## src/hw/rtl/uer_pkg.sv

```systemverilog
package uer_pkg;

    // default tick counter width
    localparam int UER_COUNT_WIDTH = 16;

    // register widths
    localparam int TRIG_W    = 10;
    localparam int TMO_W     = 16;
    localparam int HS_W      = 12;
    localparam int CFG_W     = 16;
    localparam int CFG_IDX_W = 2;
    localparam int DIST_W    = 20;

    // queue depth is 2**UER_Q_ADDR_W entries
    localparam int UER_Q_ADDR_W = 2;

    // register indexes
    localparam logic [CFG_IDX_W-1:0] REG_TRIGGER_TICKS      = 2'd0;
    localparam logic [CFG_IDX_W-1:0] REG_ECHO_START_TIMEOUT = 2'd1;
    localparam logic [CFG_IDX_W-1:0] REG_ECHO_HIGH_TIMEOUT  = 2'd2;
    localparam logic [CFG_IDX_W-1:0] REG_HALF_SPEED_Q16     = 2'd3;

    // register reset values
    localparam logic [TRIG_W-1:0] RST_TRIGGER_TICKS      = 10'd20;
    localparam logic [TMO_W-1:0]  RST_ECHO_START_TIMEOUT = 16'd10000;
    localparam logic [TMO_W-1:0]  RST_ECHO_HIGH_TIMEOUT  = 16'd30000;
    localparam logic [HS_W-1:0]   RST_HALF_SPEED_Q16     = 12'd1114;

    // measurement status codes
    localparam logic [1:0] ST_OK        = 2'd0;
    localparam logic [1:0] ST_NO_ECHO   = 2'd1;
    localparam logic [1:0] ST_ECHO_LONG = 2'd2;

    localparam logic [DIST_W-1:0] DIST_MAX = 20'hFFFFF;

    // per-tick control flags handed from front to back
    typedef struct packed {
        logic       trig;
        logic       busy;
        logic       done;
        logic [1:0] status;
    } uer_flags_t;

endpackage

```

## src/hw/rtl/uer_front.sv

```systemverilog
module uer_front
    import uer_pkg::*;
#(
    parameter int COUNT_WIDTH = UER_COUNT_WIDTH
)
(
    input  logic                   clk,
    input  logic                   rst_n,
    input  logic                   tick_en,
    input  logic                   start_req,
    input  logic                   echo,
    input  logic [TRIG_W-1:0]      trigger_ticks,
    input  logic [TMO_W-1:0]       echo_start_timeout,
    input  logic [TMO_W-1:0]       echo_high_timeout,
    output uer_flags_t             flags,
    output logic [COUNT_WIDTH-1:0] duration
);

    localparam int CMP_W = (COUNT_WIDTH > TMO_W) ? COUNT_WIDTH : TMO_W;
    localparam logic [COUNT_WIDTH-1:0] COUNT_MAX = {COUNT_WIDTH{1'b1}};

    typedef enum logic [1:0] {
        PH_IDLE,
        PH_TRIG,
        PH_WAIT,
        PH_MEAS
    } phase_t;

    phase_t                 phase_reg, phase_next;
    logic [COUNT_WIDTH-1:0] cnt_reg, cnt_next;
    logic [TRIG_W-1:0]      tlen;
    logic                   at_max;
    logic                   trig_over;
    logic                   wait_over;
    logic                   high_over;

    assign tlen      = (trigger_ticks == '0) ? TRIG_W'(1) : trigger_ticks;
    assign at_max    = (cnt_reg == COUNT_MAX);
    assign trig_over = (CMP_W'(cnt_reg) >= CMP_W'(tlen));
    assign wait_over = (CMP_W'(cnt_reg) >= CMP_W'(echo_start_timeout)) || at_max;
    assign high_over = (CMP_W'(cnt_reg) >= CMP_W'(echo_high_timeout)) || at_max;

    always_comb
    begin
        phase_next   = phase_reg;
        cnt_next     = cnt_reg;
        flags.trig   = 1'b0;
        flags.done   = 1'b0;
        flags.status = ST_OK;
        duration     = '0;
        unique case (phase_reg)
            PH_IDLE:
            begin
                if (start_req)
                begin
                    phase_next = PH_TRIG;
                    cnt_next   = COUNT_WIDTH'(1);
                    flags.trig = 1'b1;
                end
                else
                begin
                    cnt_next = '0;
                end
            end
            PH_TRIG:
            begin
                if (trig_over)
                begin
                    phase_next = PH_WAIT;
                    cnt_next   = '0;
                end
                else
                begin
                    cnt_next   = cnt_reg + COUNT_WIDTH'(1);
                    flags.trig = 1'b1;
                end
            end
            PH_WAIT:
            begin
                if (echo)
                begin
                    phase_next = PH_MEAS;
                    cnt_next   = COUNT_WIDTH'(1);
                end
                else if (wait_over)
                begin
                    phase_next   = PH_IDLE;
                    cnt_next     = '0;
                    flags.done   = 1'b1;
                    flags.status = ST_NO_ECHO;
                end
                else
                begin
                    cnt_next = cnt_reg + COUNT_WIDTH'(1);
                end
            end
            PH_MEAS:
            begin
                if (!echo)
                begin
                    phase_next = PH_IDLE;
                    cnt_next   = '0;
                    flags.done = 1'b1;
                    duration   = cnt_reg;
                end
                else if (high_over)
                begin
                    phase_next   = PH_IDLE;
                    cnt_next     = '0;
                    flags.done   = 1'b1;
                    flags.status = ST_ECHO_LONG;
                end
                else
                begin
                    cnt_next = cnt_reg + COUNT_WIDTH'(1);
                end
            end
        endcase
        flags.busy = (phase_next != PH_IDLE);
    end

    always_ff @(posedge clk or negedge rst_n)
    begin
        if (!rst_n)
        begin
            phase_reg <= PH_IDLE;
            cnt_reg   <= '0;
        end
        else if (tick_en)
        begin
            phase_reg <= phase_next;
            cnt_reg   <= cnt_next;
        end
    end

endmodule

```

## src/hw/rtl/uer_fifo.sv

```systemverilog
module uer_fifo
    import uer_pkg::*;
#(
    parameter int WIDTH  = 8,
    parameter int ADDR_W = UER_Q_ADDR_W
)
(
    input  logic             clk,
    input  logic             rst_n,
    input  logic             push,
    input  logic [WIDTH-1:0] push_data,
    output logic             full,
    input  logic             pop,
    output logic [WIDTH-1:0] pop_data,
    output logic             not_empty
);

    localparam int DEPTH = 1 << ADDR_W;

    logic [WIDTH-1:0]  mem [DEPTH];
    logic [ADDR_W-1:0] wr_ptr_reg, rd_ptr_reg;
    logic [ADDR_W:0]   count_reg, count_next;

    assign full      = (count_reg == (ADDR_W+1)'(DEPTH));
    assign not_empty = (count_reg != '0);
    assign pop_data  = mem[rd_ptr_reg];

    always_comb
    begin
        count_next = count_reg;
        if (push && !pop)
        begin
            count_next = count_reg + (ADDR_W+1)'(1);
        end
        else if (pop && !push)
        begin
            count_next = count_reg - (ADDR_W+1)'(1);
        end
    end

    always_ff @(posedge clk or negedge rst_n)
    begin
        if (!rst_n)
        begin
            wr_ptr_reg <= '0;
            rd_ptr_reg <= '0;
            count_reg  <= '0;
        end
        else
        begin
            if (push)
            begin
                wr_ptr_reg <= wr_ptr_reg + ADDR_W'(1);
            end
            if (pop)
            begin
                rd_ptr_reg <= rd_ptr_reg + ADDR_W'(1);
            end
            count_reg <= count_next;
        end
    end

    always_ff @(posedge clk)
    begin
        if (push)
        begin
            mem[wr_ptr_reg] <= push_data;
        end
    end

endmodule

```

## src/hw/rtl/uer_back.sv

```systemverilog
module uer_back
    import uer_pkg::*;
#(
    parameter int COUNT_WIDTH = UER_COUNT_WIDTH
)
(
    input  logic                   clk,
    input  logic                   rst_n,
    input  logic                   q_not_empty,
    input  uer_flags_t             q_flags,
    input  logic [COUNT_WIDTH-1:0] q_duration,
    output logic                   q_pop,
    input  logic [HS_W-1:0]        half_speed_q16,
    output logic                   out_valid,
    input  logic                   out_ready,
    output uer_flags_t             out_flags,
    output logic [DIST_W-1:0]      out_dist
);

    localparam int PROD_W = COUNT_WIDTH + HS_W;
    localparam int EXT_W  = (PROD_W > DIST_W + 8) ? PROD_W : DIST_W + 8;

    // multiply stage
    logic              a_valid_reg;
    uer_flags_t        a_flags_reg;
    logic [PROD_W-1:0] a_prod_reg;
    logic              a_adv;

    // output stage
    logic              b_valid_reg;
    uer_flags_t        b_flags_reg;
    logic [DIST_W-1:0] b_dist_reg;

    logic [EXT_W-1:0]  prod_ext;
    logic [EXT_W-1:0]  scaled;
    logic [DIST_W-1:0] dist_sat;

    assign a_adv = !b_valid_reg || out_ready;
    assign q_pop = q_not_empty && (!a_valid_reg || a_adv);

    // drop 8 fraction bits, clamp to the 20 bit range
    assign prod_ext = EXT_W'(a_prod_reg);
    assign scaled   = prod_ext >> 8;
    assign dist_sat = (scaled > EXT_W'(DIST_MAX)) ? DIST_MAX : scaled[DIST_W-1:0];

    always_ff @(posedge clk or negedge rst_n)
    begin
        if (!rst_n)
        begin
            a_valid_reg <= 1'b0;
            b_valid_reg <= 1'b0;
        end
        else
        begin
            if (q_pop)
            begin
                a_valid_reg <= 1'b1;
            end
            else if (a_adv)
            begin
                a_valid_reg <= 1'b0;
            end
            if (a_adv)
            begin
                b_valid_reg <= a_valid_reg;
            end
        end
    end

    always_ff @(posedge clk)
    begin
        if (q_pop)
        begin
            a_flags_reg <= q_flags;
            a_prod_reg  <= PROD_W'(q_duration) * PROD_W'(half_speed_q16);
        end
        if (a_adv && a_valid_reg)
        begin
            b_flags_reg <= a_flags_reg;
            b_dist_reg  <= dist_sat;
        end
    end

    assign out_valid = b_valid_reg;
    assign out_flags = b_flags_reg;
    assign out_dist  = b_dist_reg;

endmodule

```

## src/hw/rtl/ultrasonic_echo_ranger.sv

```systemverilog
// Ultrasonic echo ranger. Each input beat is one microsecond tick carrying a
// start request and the sampled echo pin; each tick yields exactly one output
// beat with the trigger pin level, busy and done flags, a status (0 ok,
// 1 echo never rose, 2 echo stayed high too long) and the distance in 1/256 cm
// (echo duration times half_speed_q16, shifted right 8, clamped to 20 bits).
// A start while idle drives trigger for trigger_ticks ticks (zero acts as one),
// then the block waits up to echo_start_timeout low ticks for the echo and
// counts up to echo_high_timeout high ticks. One tick is accepted every clock
// cycle while the queue has room; the phase state machine in the front end
// sets this, as each tick's state update finishes in the cycle it is accepted.
// An input beat travels to the output through the 4-entry queue, the multiply
// stage and the output register. If the output side stalls, the queue and back
// end absorb up to six ticks before s_tready drops. Registers are written
// through cfg_we/cfg_addr/cfg_wdata and should only change while no measurement
// is in progress and no beat is still in flight.
module ultrasonic_echo_ranger
    import uer_pkg::*;
#(
    parameter int COUNT_WIDTH = UER_COUNT_WIDTH
)
(
    input  logic                 clk,
    input  logic                 rst_n,

    // input ticks
    input  logic                 s_tvalid,
    output logic                 s_tready,
    input  logic [7:0]           s_tdata,   // [0] start_req, [1] echo

    // results
    output logic                 m_tvalid,
    input  logic                 m_tready,
    output logic [31:0]          m_tdata,   // [0] trigger, [1] busy_res, [2] done_res,
                                            // [4:3] status, [24:5] distance_q8

    // register writes
    input  logic                 cfg_we,
    input  logic [CFG_IDX_W-1:0] cfg_addr,
    input  logic [CFG_W-1:0]     cfg_wdata
);

    localparam int Q_W = $bits(uer_flags_t) + COUNT_WIDTH;

    logic [TRIG_W-1:0] trigger_ticks_reg;
    logic [TMO_W-1:0]  echo_start_timeout_reg;
    logic [TMO_W-1:0]  echo_high_timeout_reg;
    logic [HS_W-1:0]   half_speed_q16_reg;

    logic                   tick_en;
    logic                   q_full;
    logic                   q_not_empty;
    logic                   q_pop;
    uer_flags_t             fr_flags;
    logic [COUNT_WIDTH-1:0] fr_duration;
    logic [Q_W-1:0]         q_wdata;
    logic [Q_W-1:0]         q_rdata;
    uer_flags_t             q_flags;
    logic [COUNT_WIDTH-1:0] q_duration;
    uer_flags_t             out_flags;
    logic [DIST_W-1:0]      out_dist;

    // register file
    always_ff @(posedge clk or negedge rst_n)
    begin
        if (!rst_n)
        begin
            trigger_ticks_reg      <= RST_TRIGGER_TICKS;
            echo_start_timeout_reg <= RST_ECHO_START_TIMEOUT;
            echo_high_timeout_reg  <= RST_ECHO_HIGH_TIMEOUT;
            half_speed_q16_reg     <= RST_HALF_SPEED_Q16;
        end
        else if (cfg_we)
        begin
            unique case (cfg_addr)
                REG_TRIGGER_TICKS:      trigger_ticks_reg      <= cfg_wdata[TRIG_W-1:0];
                REG_ECHO_START_TIMEOUT: echo_start_timeout_reg <= cfg_wdata[TMO_W-1:0];
                REG_ECHO_HIGH_TIMEOUT:  echo_high_timeout_reg  <= cfg_wdata[TMO_W-1:0];
                REG_HALF_SPEED_Q16:     half_speed_q16_reg     <= cfg_wdata[HS_W-1:0];
            endcase
        end
    end

    // a tick is taken whenever the queue has room
    assign s_tready = !q_full;
    assign tick_en  = s_tvalid && s_tready;

    uer_front #(
        .COUNT_WIDTH(COUNT_WIDTH)
    ) u_front (
        .clk               (clk),
        .rst_n             (rst_n),
        .tick_en           (tick_en),
        .start_req         (s_tdata[0]),
        .echo              (s_tdata[1]),
        .trigger_ticks     (trigger_ticks_reg),
        .echo_start_timeout(echo_start_timeout_reg),
        .echo_high_timeout (echo_high_timeout_reg),
        .flags             (fr_flags),
        .duration          (fr_duration)
    );

    // flags and raw duration travel together; distance is formed in the back end
    assign q_wdata    = {fr_flags, fr_duration};
    assign q_flags    = q_rdata[Q_W-1:COUNT_WIDTH];
    assign q_duration = q_rdata[COUNT_WIDTH-1:0];

    uer_fifo #(
        .WIDTH (Q_W),
        .ADDR_W(UER_Q_ADDR_W)
    ) u_fifo (
        .clk      (clk),
        .rst_n    (rst_n),
        .push     (tick_en),
        .push_data(q_wdata),
        .full     (q_full),
        .pop      (q_pop),
        .pop_data (q_rdata),
        .not_empty(q_not_empty)
    );

    uer_back #(
        .COUNT_WIDTH(COUNT_WIDTH)
    ) u_back (
        .clk           (clk),
        .rst_n         (rst_n),
        .q_not_empty   (q_not_empty),
        .q_flags       (q_flags),
        .q_duration    (q_duration),
        .q_pop         (q_pop),
        .half_speed_q16(half_speed_q16_reg),
        .out_valid     (m_tvalid),
        .out_ready     (m_tready),
        .out_flags     (out_flags),
        .out_dist      (out_dist)
    );

    // result beat packing, first field lowest
    assign m_tdata = {7'd0, out_dist, out_flags.status, out_flags.done,
                      out_flags.busy, out_flags.trig};

endmodule

```

## config.mk

```make
export PLATFORM = sky130hd
export DESIGN_NAME = ultrasonic_echo_ranger
export DESIGN_NICKNAME = d
export VERILOG_FILES = /design/src/hw/rtl/uer_pkg.sv /design/src/hw/rtl/uer_front.sv /design/src/hw/rtl/uer_fifo.sv /design/src/hw/rtl/uer_back.sv /design/src/hw/rtl/ultrasonic_echo_ranger.sv
export SDC_FILE = /design/constraint.sdc
export NUM_CORES = 1
export LEC_CHECK = 0
export BUFFER_PORTS_ARGS = -buffer_cell sky130_fd_sc_hd__buf_2
export CAP_MARGIN = 10
export CORE_ASPECT_RATIO = 0.9
export CORE_MARGIN = 8
export CORE_UTILIZATION = 25
export CTS_CLUSTER_DIAMETER = 30
export DETAILED_ROUTE_END_ITERATION = 8
export PLACE_DENSITY = 0.44
export REMOVE_ABC_BUFFERS = 1
export SYNTH_ARGS = -nofsm -noshare
export SYNTH_HDL_FRONTEND = slang
export SYNTH_SLANG_ARGS = --single-unit
```

## constraint.sdc

```tcl
create_clock -name clk -period 9.7 [get_ports clk]
set_clock_uncertainty 0.15 [all_clocks]
set_input_delay 1.455 -clock clk [delete_from_list [all_inputs] [get_ports clk]]
set_output_delay 1.455 -clock clk [all_outputs]
set_load 0.01 [all_outputs]
```

=== After elaboration in Yosys (flattened, before gate mapping) ===
Memories as Yosys holds them, arrays and structs flattened.
Index checks and enable logic that the tools add are counted.

* Memories kept: 1
* Register bits: 139
* Input bits: 31
* RAM bits: 84
* Word-level logic and storage cells: 97

* Muxes and demuxes: 32
* Multipliers: 1
* $lt $le $gt $ge: 4
* Reduce and logical (&&, ||, !) cells: 25
* Equality and inequality tests: 8
* $add $sub $neg: 5

{| class="wikitable"
|+ Memories
! memory !! words !! bits a word !! read ports !! clocked after memory_dff !! write ports !! RTL line !! source
|-
| u_fifo.mem || 4 || 21 || 1 || 0 || 1 || uer_fifo.sv:20 || <nowiki>logic [WIDTH-1:0] mem [DEPTH];</nowiki>
|}

{| class="wikitable"
|+ Operators by type and width
! operator !! number
|-
| $mux 16 || 7
|-
| $pmux 16 s4 || 1
|-
| $ge 16x16->1 || 2
|-
| $mul 16x12->28 || 1
|-
| $gt 20x20->1 const B || 1
|-
| $add 16x1->16 const B || 1
|-
| $eq 16x16->1 const B || 1
|-
| $ge 16x10->1 || 1
|-
| $mux 3 || 5
|-
| $mux 2 || 7
|-
| $logic_not 10->1 || 1
|-
| $mux 10 || 1
|-
| $eq 2x2->1 const B || 4
|-
| $mux 1 || 8
|-
| $pmux 2 s4 || 1
|-
| $reduce_and 2->1 || 4
|-
| $pmux 3 s2 || 1
|-
| $reduce_bool 2->1 || 3
|-
| $logic_and 1x1->1 || 5
|-
| $logic_not 1->1 || 5
|-
| $add 2x1->2 const B || 2
|-
| $eq 2x1->1 const B || 2
|-
| $logic_not 2->1 || 2
|-
| $logic_or 1x1->1 || 4
|-
| other kinds (5) || 5
|}

=== Logic depth before layout (Yosys ltp) ===
* Depth after elaboration: 7
* Depth in mapped cells: 25
* Depth with buffers taken out: 24

=== Cells and area by module ===
A second synthesis with hierarchy kept.

* Cell total of the unflattened synthesis: 1356
* Area, all modules: 15650.0 µm²

{| class="wikitable"
|+ By module, submodules not included
! module !! cells each !! instances !! area an instance (µm²) !! seq. area each (µm²)
|-
| uer_back || 802 || 1 || 7704.9 || 1551.5
|-
| uer_fifo || 144 || 1 || 3459.6 || 2697.6
|-
| uer_front || 284 || 1 || 2253.4 || 450.4
|-
| ultrasonic_echo_ranger || 126 || 1 || 2232.1 || 1375.1
|}

=== Least setup slack after synthesis ===
Ideal clock, no wire load.

* Path type: register to register
* Start point: register u_fifo.rd_ptr_reg[0]
* End point: register u_back.a_prod_reg[27], data pin
* Cell stages (with the launch flop): 23
* Path buffers: 3
* Library setup time: 0.260 ns
* Setup slack: 2.984 ns
* Data arrival time: 6.306 ns
* Data required time: 9.290 ns
* Path through: dfrtp_1 buf_6 buf_2 mux4_2 clkbuf_1 and2_1 fa_1 fa_1 fa_1 fa_1 inv_1 fa_1 inv_1 ha_1 a21o_1 a21o_1 a2111oi_1 o21a_1 a21oi_1 a41o_1 o21a_1 nor2_1 xnor2_1

* Longest elaborated chain between the ends: 2

{| class="wikitable"
|+ RTL lines
! what !! RTL line !! source
|-
| from (decl) || uer_fifo.sv:21 || <nowiki>logic [ADDR_W-1:0] wr_ptr_reg, rd_ptr_reg;</nowiki>
|-
| from (signal assigned) || uer_fifo.sv:57 || <nowiki>rd_ptr_reg <= rd_ptr_reg + ADDR_W'(1);</nowiki>
|-
| $mem_v2 4x21 || - ||
|-
| $mul 16x12->28 || uer_back.sv:75 || <nowiki>a_prod_reg <= PROD_W'(q_duration) * PROD_W'(half_speed_q16);</nowiki>
|-
| to (signal assigned) || uer_back.sv:75 ||
|-
| to (decl) || uer_back.sv:26 || <nowiki>logic [PROD_W-1:0] a_prod_reg;</nowiki>
|}

Every way passes these cells.
A chain may end at the register's enable or synchronous reset.

=== Worst setup path after layout ===
Same ends and word-level chain as after synthesis.

==> results.yml <==
status:
  status: "finished, final reports clean"
global_route:
  grt_max_degree: 73
  global_route.overflow_total: 0
  grt_usage_pct: 10.45
  number_of_antenna_violations_at_the_first_check_in_global_routing: 3
  first_pass_grt_wire_length_um: 57950
  number_of_global_route_vias_before_repair: 10320
final_layout:
  postLayoutCoreUtil_pct: 30.38
  syn2layout_area_growth_pct: 20.86
  nets: 1680
  layout-drive-gt1-share_pct: 18.36
  max_reg_flops: 84
  fin_cells: 2241
  antennaDiodeCount: 0
clock_tree:
  clock_sinks: 215
  worst_path_clk_slew_ns: 0.04
  ctsHoldBuffers: 0
  root_buffer_cell: "sky130_fd_sc_hd__clkbuf_16"
  clock_insertion_delay_worst_skew_ns: 0.61
  cts_resized: 0
  tritoncts: "yes"
  h_tree_depth: 2
  clock_path_buffers: 3
  post_cts_buffers: 0
  cts_inserted_buffers: 58
place:
  gpl.final_weighted_congestion: 0.7640
  io_buffer_count: 51
  detailedPlacementHpwl_um: 25480
  placed_cells_incl_taps: 2131
setup_path:
  rrSetupSlack_ns: 2.08
  timing.critical_path.slowest_cell_delay_ns: 1.04
  timing.setup.critical_path_class: "register to register"
  slowest_stage_cell_cp: "sky130_fd_sc_hd__dfrtp_1"
  worst_path_dominant_cell_family: "adder cells"
  cpMostUsedCell: "sky130_fd_sc_hd__fa_1"
  path_cells: "buf_4, mux4_2, nand2_1, fa_1, fa_1, inv_1, fa_1, fa_1, inv_1, fa_1, inv_1, ha_1, a21o_1, a21o_1, a2111oi_1, o21a_1, a21oi_1, a41o_1, o21a_1, nor2_1, xnor2_1"
  critical_path.max_fanout: 19
  crit_required_ns: 9.86
  worst-path-buf-inv: 4
  rr_worst_depth: 21
  critPathLaunchType: "register"
  endpoint_kind: "register"
  rr_endpoint: "u_back.a_prod_reg[27]$_DFFE_PP_"
  crit_arrival_ns: 7.78
  regToRegStartpoint: "u_fifo.rd_ptr_reg[0]$_DFFE_PN0P_"
job:
  timing.max_cap.violations: 0
logic_synthesis:
  synth_area_per_cell_um2: 11.34
  edff_count_synth: 134
  synth_ff_type: "sky130_fd_sc_hd__edfxtp_1"
  syn_area_mm2: 0.01528
  synth_async_sr_flop_share_pct: 37.67
  yosys.cell_types.count: 66
  register_area_share_after_synthesis_pct: 39.75
  synth_cells: 1348
  ys_warn_count: 0
  postSynthRegisterBits: 215
timing:
  timing.slew.headroom_pct: 27.97
  setup_repair_after_global_routing_missed_its_margin: "false"
  final_period_minus_worst_setup_slack_ns: 7.625
  setup_violations: 0
  timing.final.max_slew_violations: 0
  timing.setup.tns_ns: 0
  fmax_mhz: 131.2
  finalHoldViolations: 0
  max_slew.worst_pin.slew_ns: 1.076
  post-route-period-util_pct: 78.60
min_path:
  timing.hold.worst.start: "u_back.a_prod_reg[15]$_DFFE_PP_"
  type_of_the_tightest_min_delay_check: "register to register"
  number_of_cells_on_the_worst_hold_path: 0
  timing.hold.worst_endpoint: "u_back.out_dist[7]$_SDFFCE_PN1P_"
route:
  drt_first_iter_violations: 457
  via_total_after_detailed_routing: 9591
  firstDrtPassIters: 5
  route.detailed.drc: 0
  drtAntennaViolNets: 0
  vias_per_cell: 4.280
  detail_route.wl_per_cell_um: 15.90
  finalWirelength_um: 35640
floorplanning:
  area_of_the_die_mm2: 0.06931
  effective_utilization_at_floorplan_pct: 25.14
  dieWidth_um: 276.6
  floorplan.die.height_um: 250.6
  count_of_boundary_i_o_pins: 65
  rows: 86
  core_area_mm2: 0.06080
[how the worst max path moves through the flow]
stage | startpoint | to | depth (start not counted) | slack (ns)
finish | u_fifo.rd_ptr_reg[0]$_DFFE_PN0P_ | u_back.a_prod_reg[27]$_DFFE_PP_ | 21 | 2.08
global route | u_fifo.rd_ptr_reg[0]$_DFFE_PN0P_ | u_back.a_prod_reg[27]$_DFFE_PP_ | 21 | 1.61
CTS | u_fifo.rd_ptr_reg[0]$_DFFE_PN0P_ | u_back.a_prod_reg[27]$_DFFE_PP_ | 21 | 1.92
detailed placement | u_fifo.rd_ptr_reg[0]$_DFFE_PN0P_ | u_back.a_prod_reg[27]$_DFFE_PP_ | 21 | 1.99
global placement | u_fifo.rd_ptr_reg[0]$_DFFE_PN0P_ | u_back.a_prod_reg[27]$_DFFE_PP_ | 21 | 2.01
floorplan | u_fifo.rd_ptr_reg[0]$_DFFE_PN0P_ | u_back.a_prod_reg[27]$_DFFE_PP_ | 19 | 2.64
[through the flow]
stage | setup slack [ns] | instance area, um^2 | hold WS, ns
finish | 2.075 | 18470 | 0.2355
global route | 1.609 | 18470 | 0.2356
CTS | 1.925 | 18470 | 0.2271
detailed placement | 1.992 | 16320 | 0.2545
global placement | 2.010 | 16320 | 0.2532
floorplan | 2.644 | 14980 | 0.2503
[cell type report]
class                           instances  area [um^2]
Fill cell                            6166        42330
Multi-Input combinational cell        842         8092
Sequential cell                       215         6075
Clock buffer                           75         1595
Tap cell                              792        991.0
Inverter                              222        833.3
Clock inverter                         35        559.3
Timing Repair Buffer                   60        325.3
[routing by layer]
metal	track usage [%]	vias to the layer above	wire length [um]
met5	0	-	14
met4	3.368	2	756
met3	2.344	57	1576
met2	16.97	189	16530
met1	13.76	4796	16760
li1	-	4547	-
[synth_stat cells (all sizes together), types with 7 or more instances]
cell type	instances	area [um^2]
a21o	18	135.1
a21oi	27	138.9
and2	71	447.9
and3	24	155.1
buf	16	100.1
clkbuf	59	221.5
dfrtp	62	1551
dfstp	19	499.2
edfxtp	134	4024
fa	140	2803
ha	110	1376
inv	222	833.3
mux2	47	529.3
mux4	20	450.4
nand2	168	633.1
nand3	18	90.09
nand4	9	71.32
nor2	38	147.6
nor2b	12	75.07
nor3	16	80.08
o21a	9	67.56
o21ai	34	177.7
xnor2	12	105.1
xor2	7	61.31
[logic make-up (layout without fill, tap and decap cells)]
kind of cell               count (synthesis)  after routing  synth area share, %
buffers and inverters                    297            392                7.557
AOI/OAI and AO/OA                        118            118                5.412
adders and majority gates                250            250                27.35
and+or+nand+nor                          377            377                12.15
other                                      1              7              0.02454
xor gates and xnor gates                  19             19                1.089
muxes                                     71             71                6.673
DFF                                      215            215                39.75
[layout by cell type (no fill, tap or decap), drive strengths merged, types with 12 or more instances in the layout]
cell / count
inv: 223
nand2: 168
fa: 140
edfxtp: 134
ha: 110
clkbuf: 75
and2: 71
dfrtp: 62
buf: 60
mux2: 47
nor2: 38
o21ai: 34
a21oi: 27
and3: 24
mux4: 20
dfstp: 19
clkinv: 19
nand3: 18
a21o: 18
nor3: 16
nor2b: 12
xnor2: 12
bufinv: 12
Power is left out: the tool's default activity adds up to more than one toggle a clock period on the data nets, which glitch-free logic cannot reach.
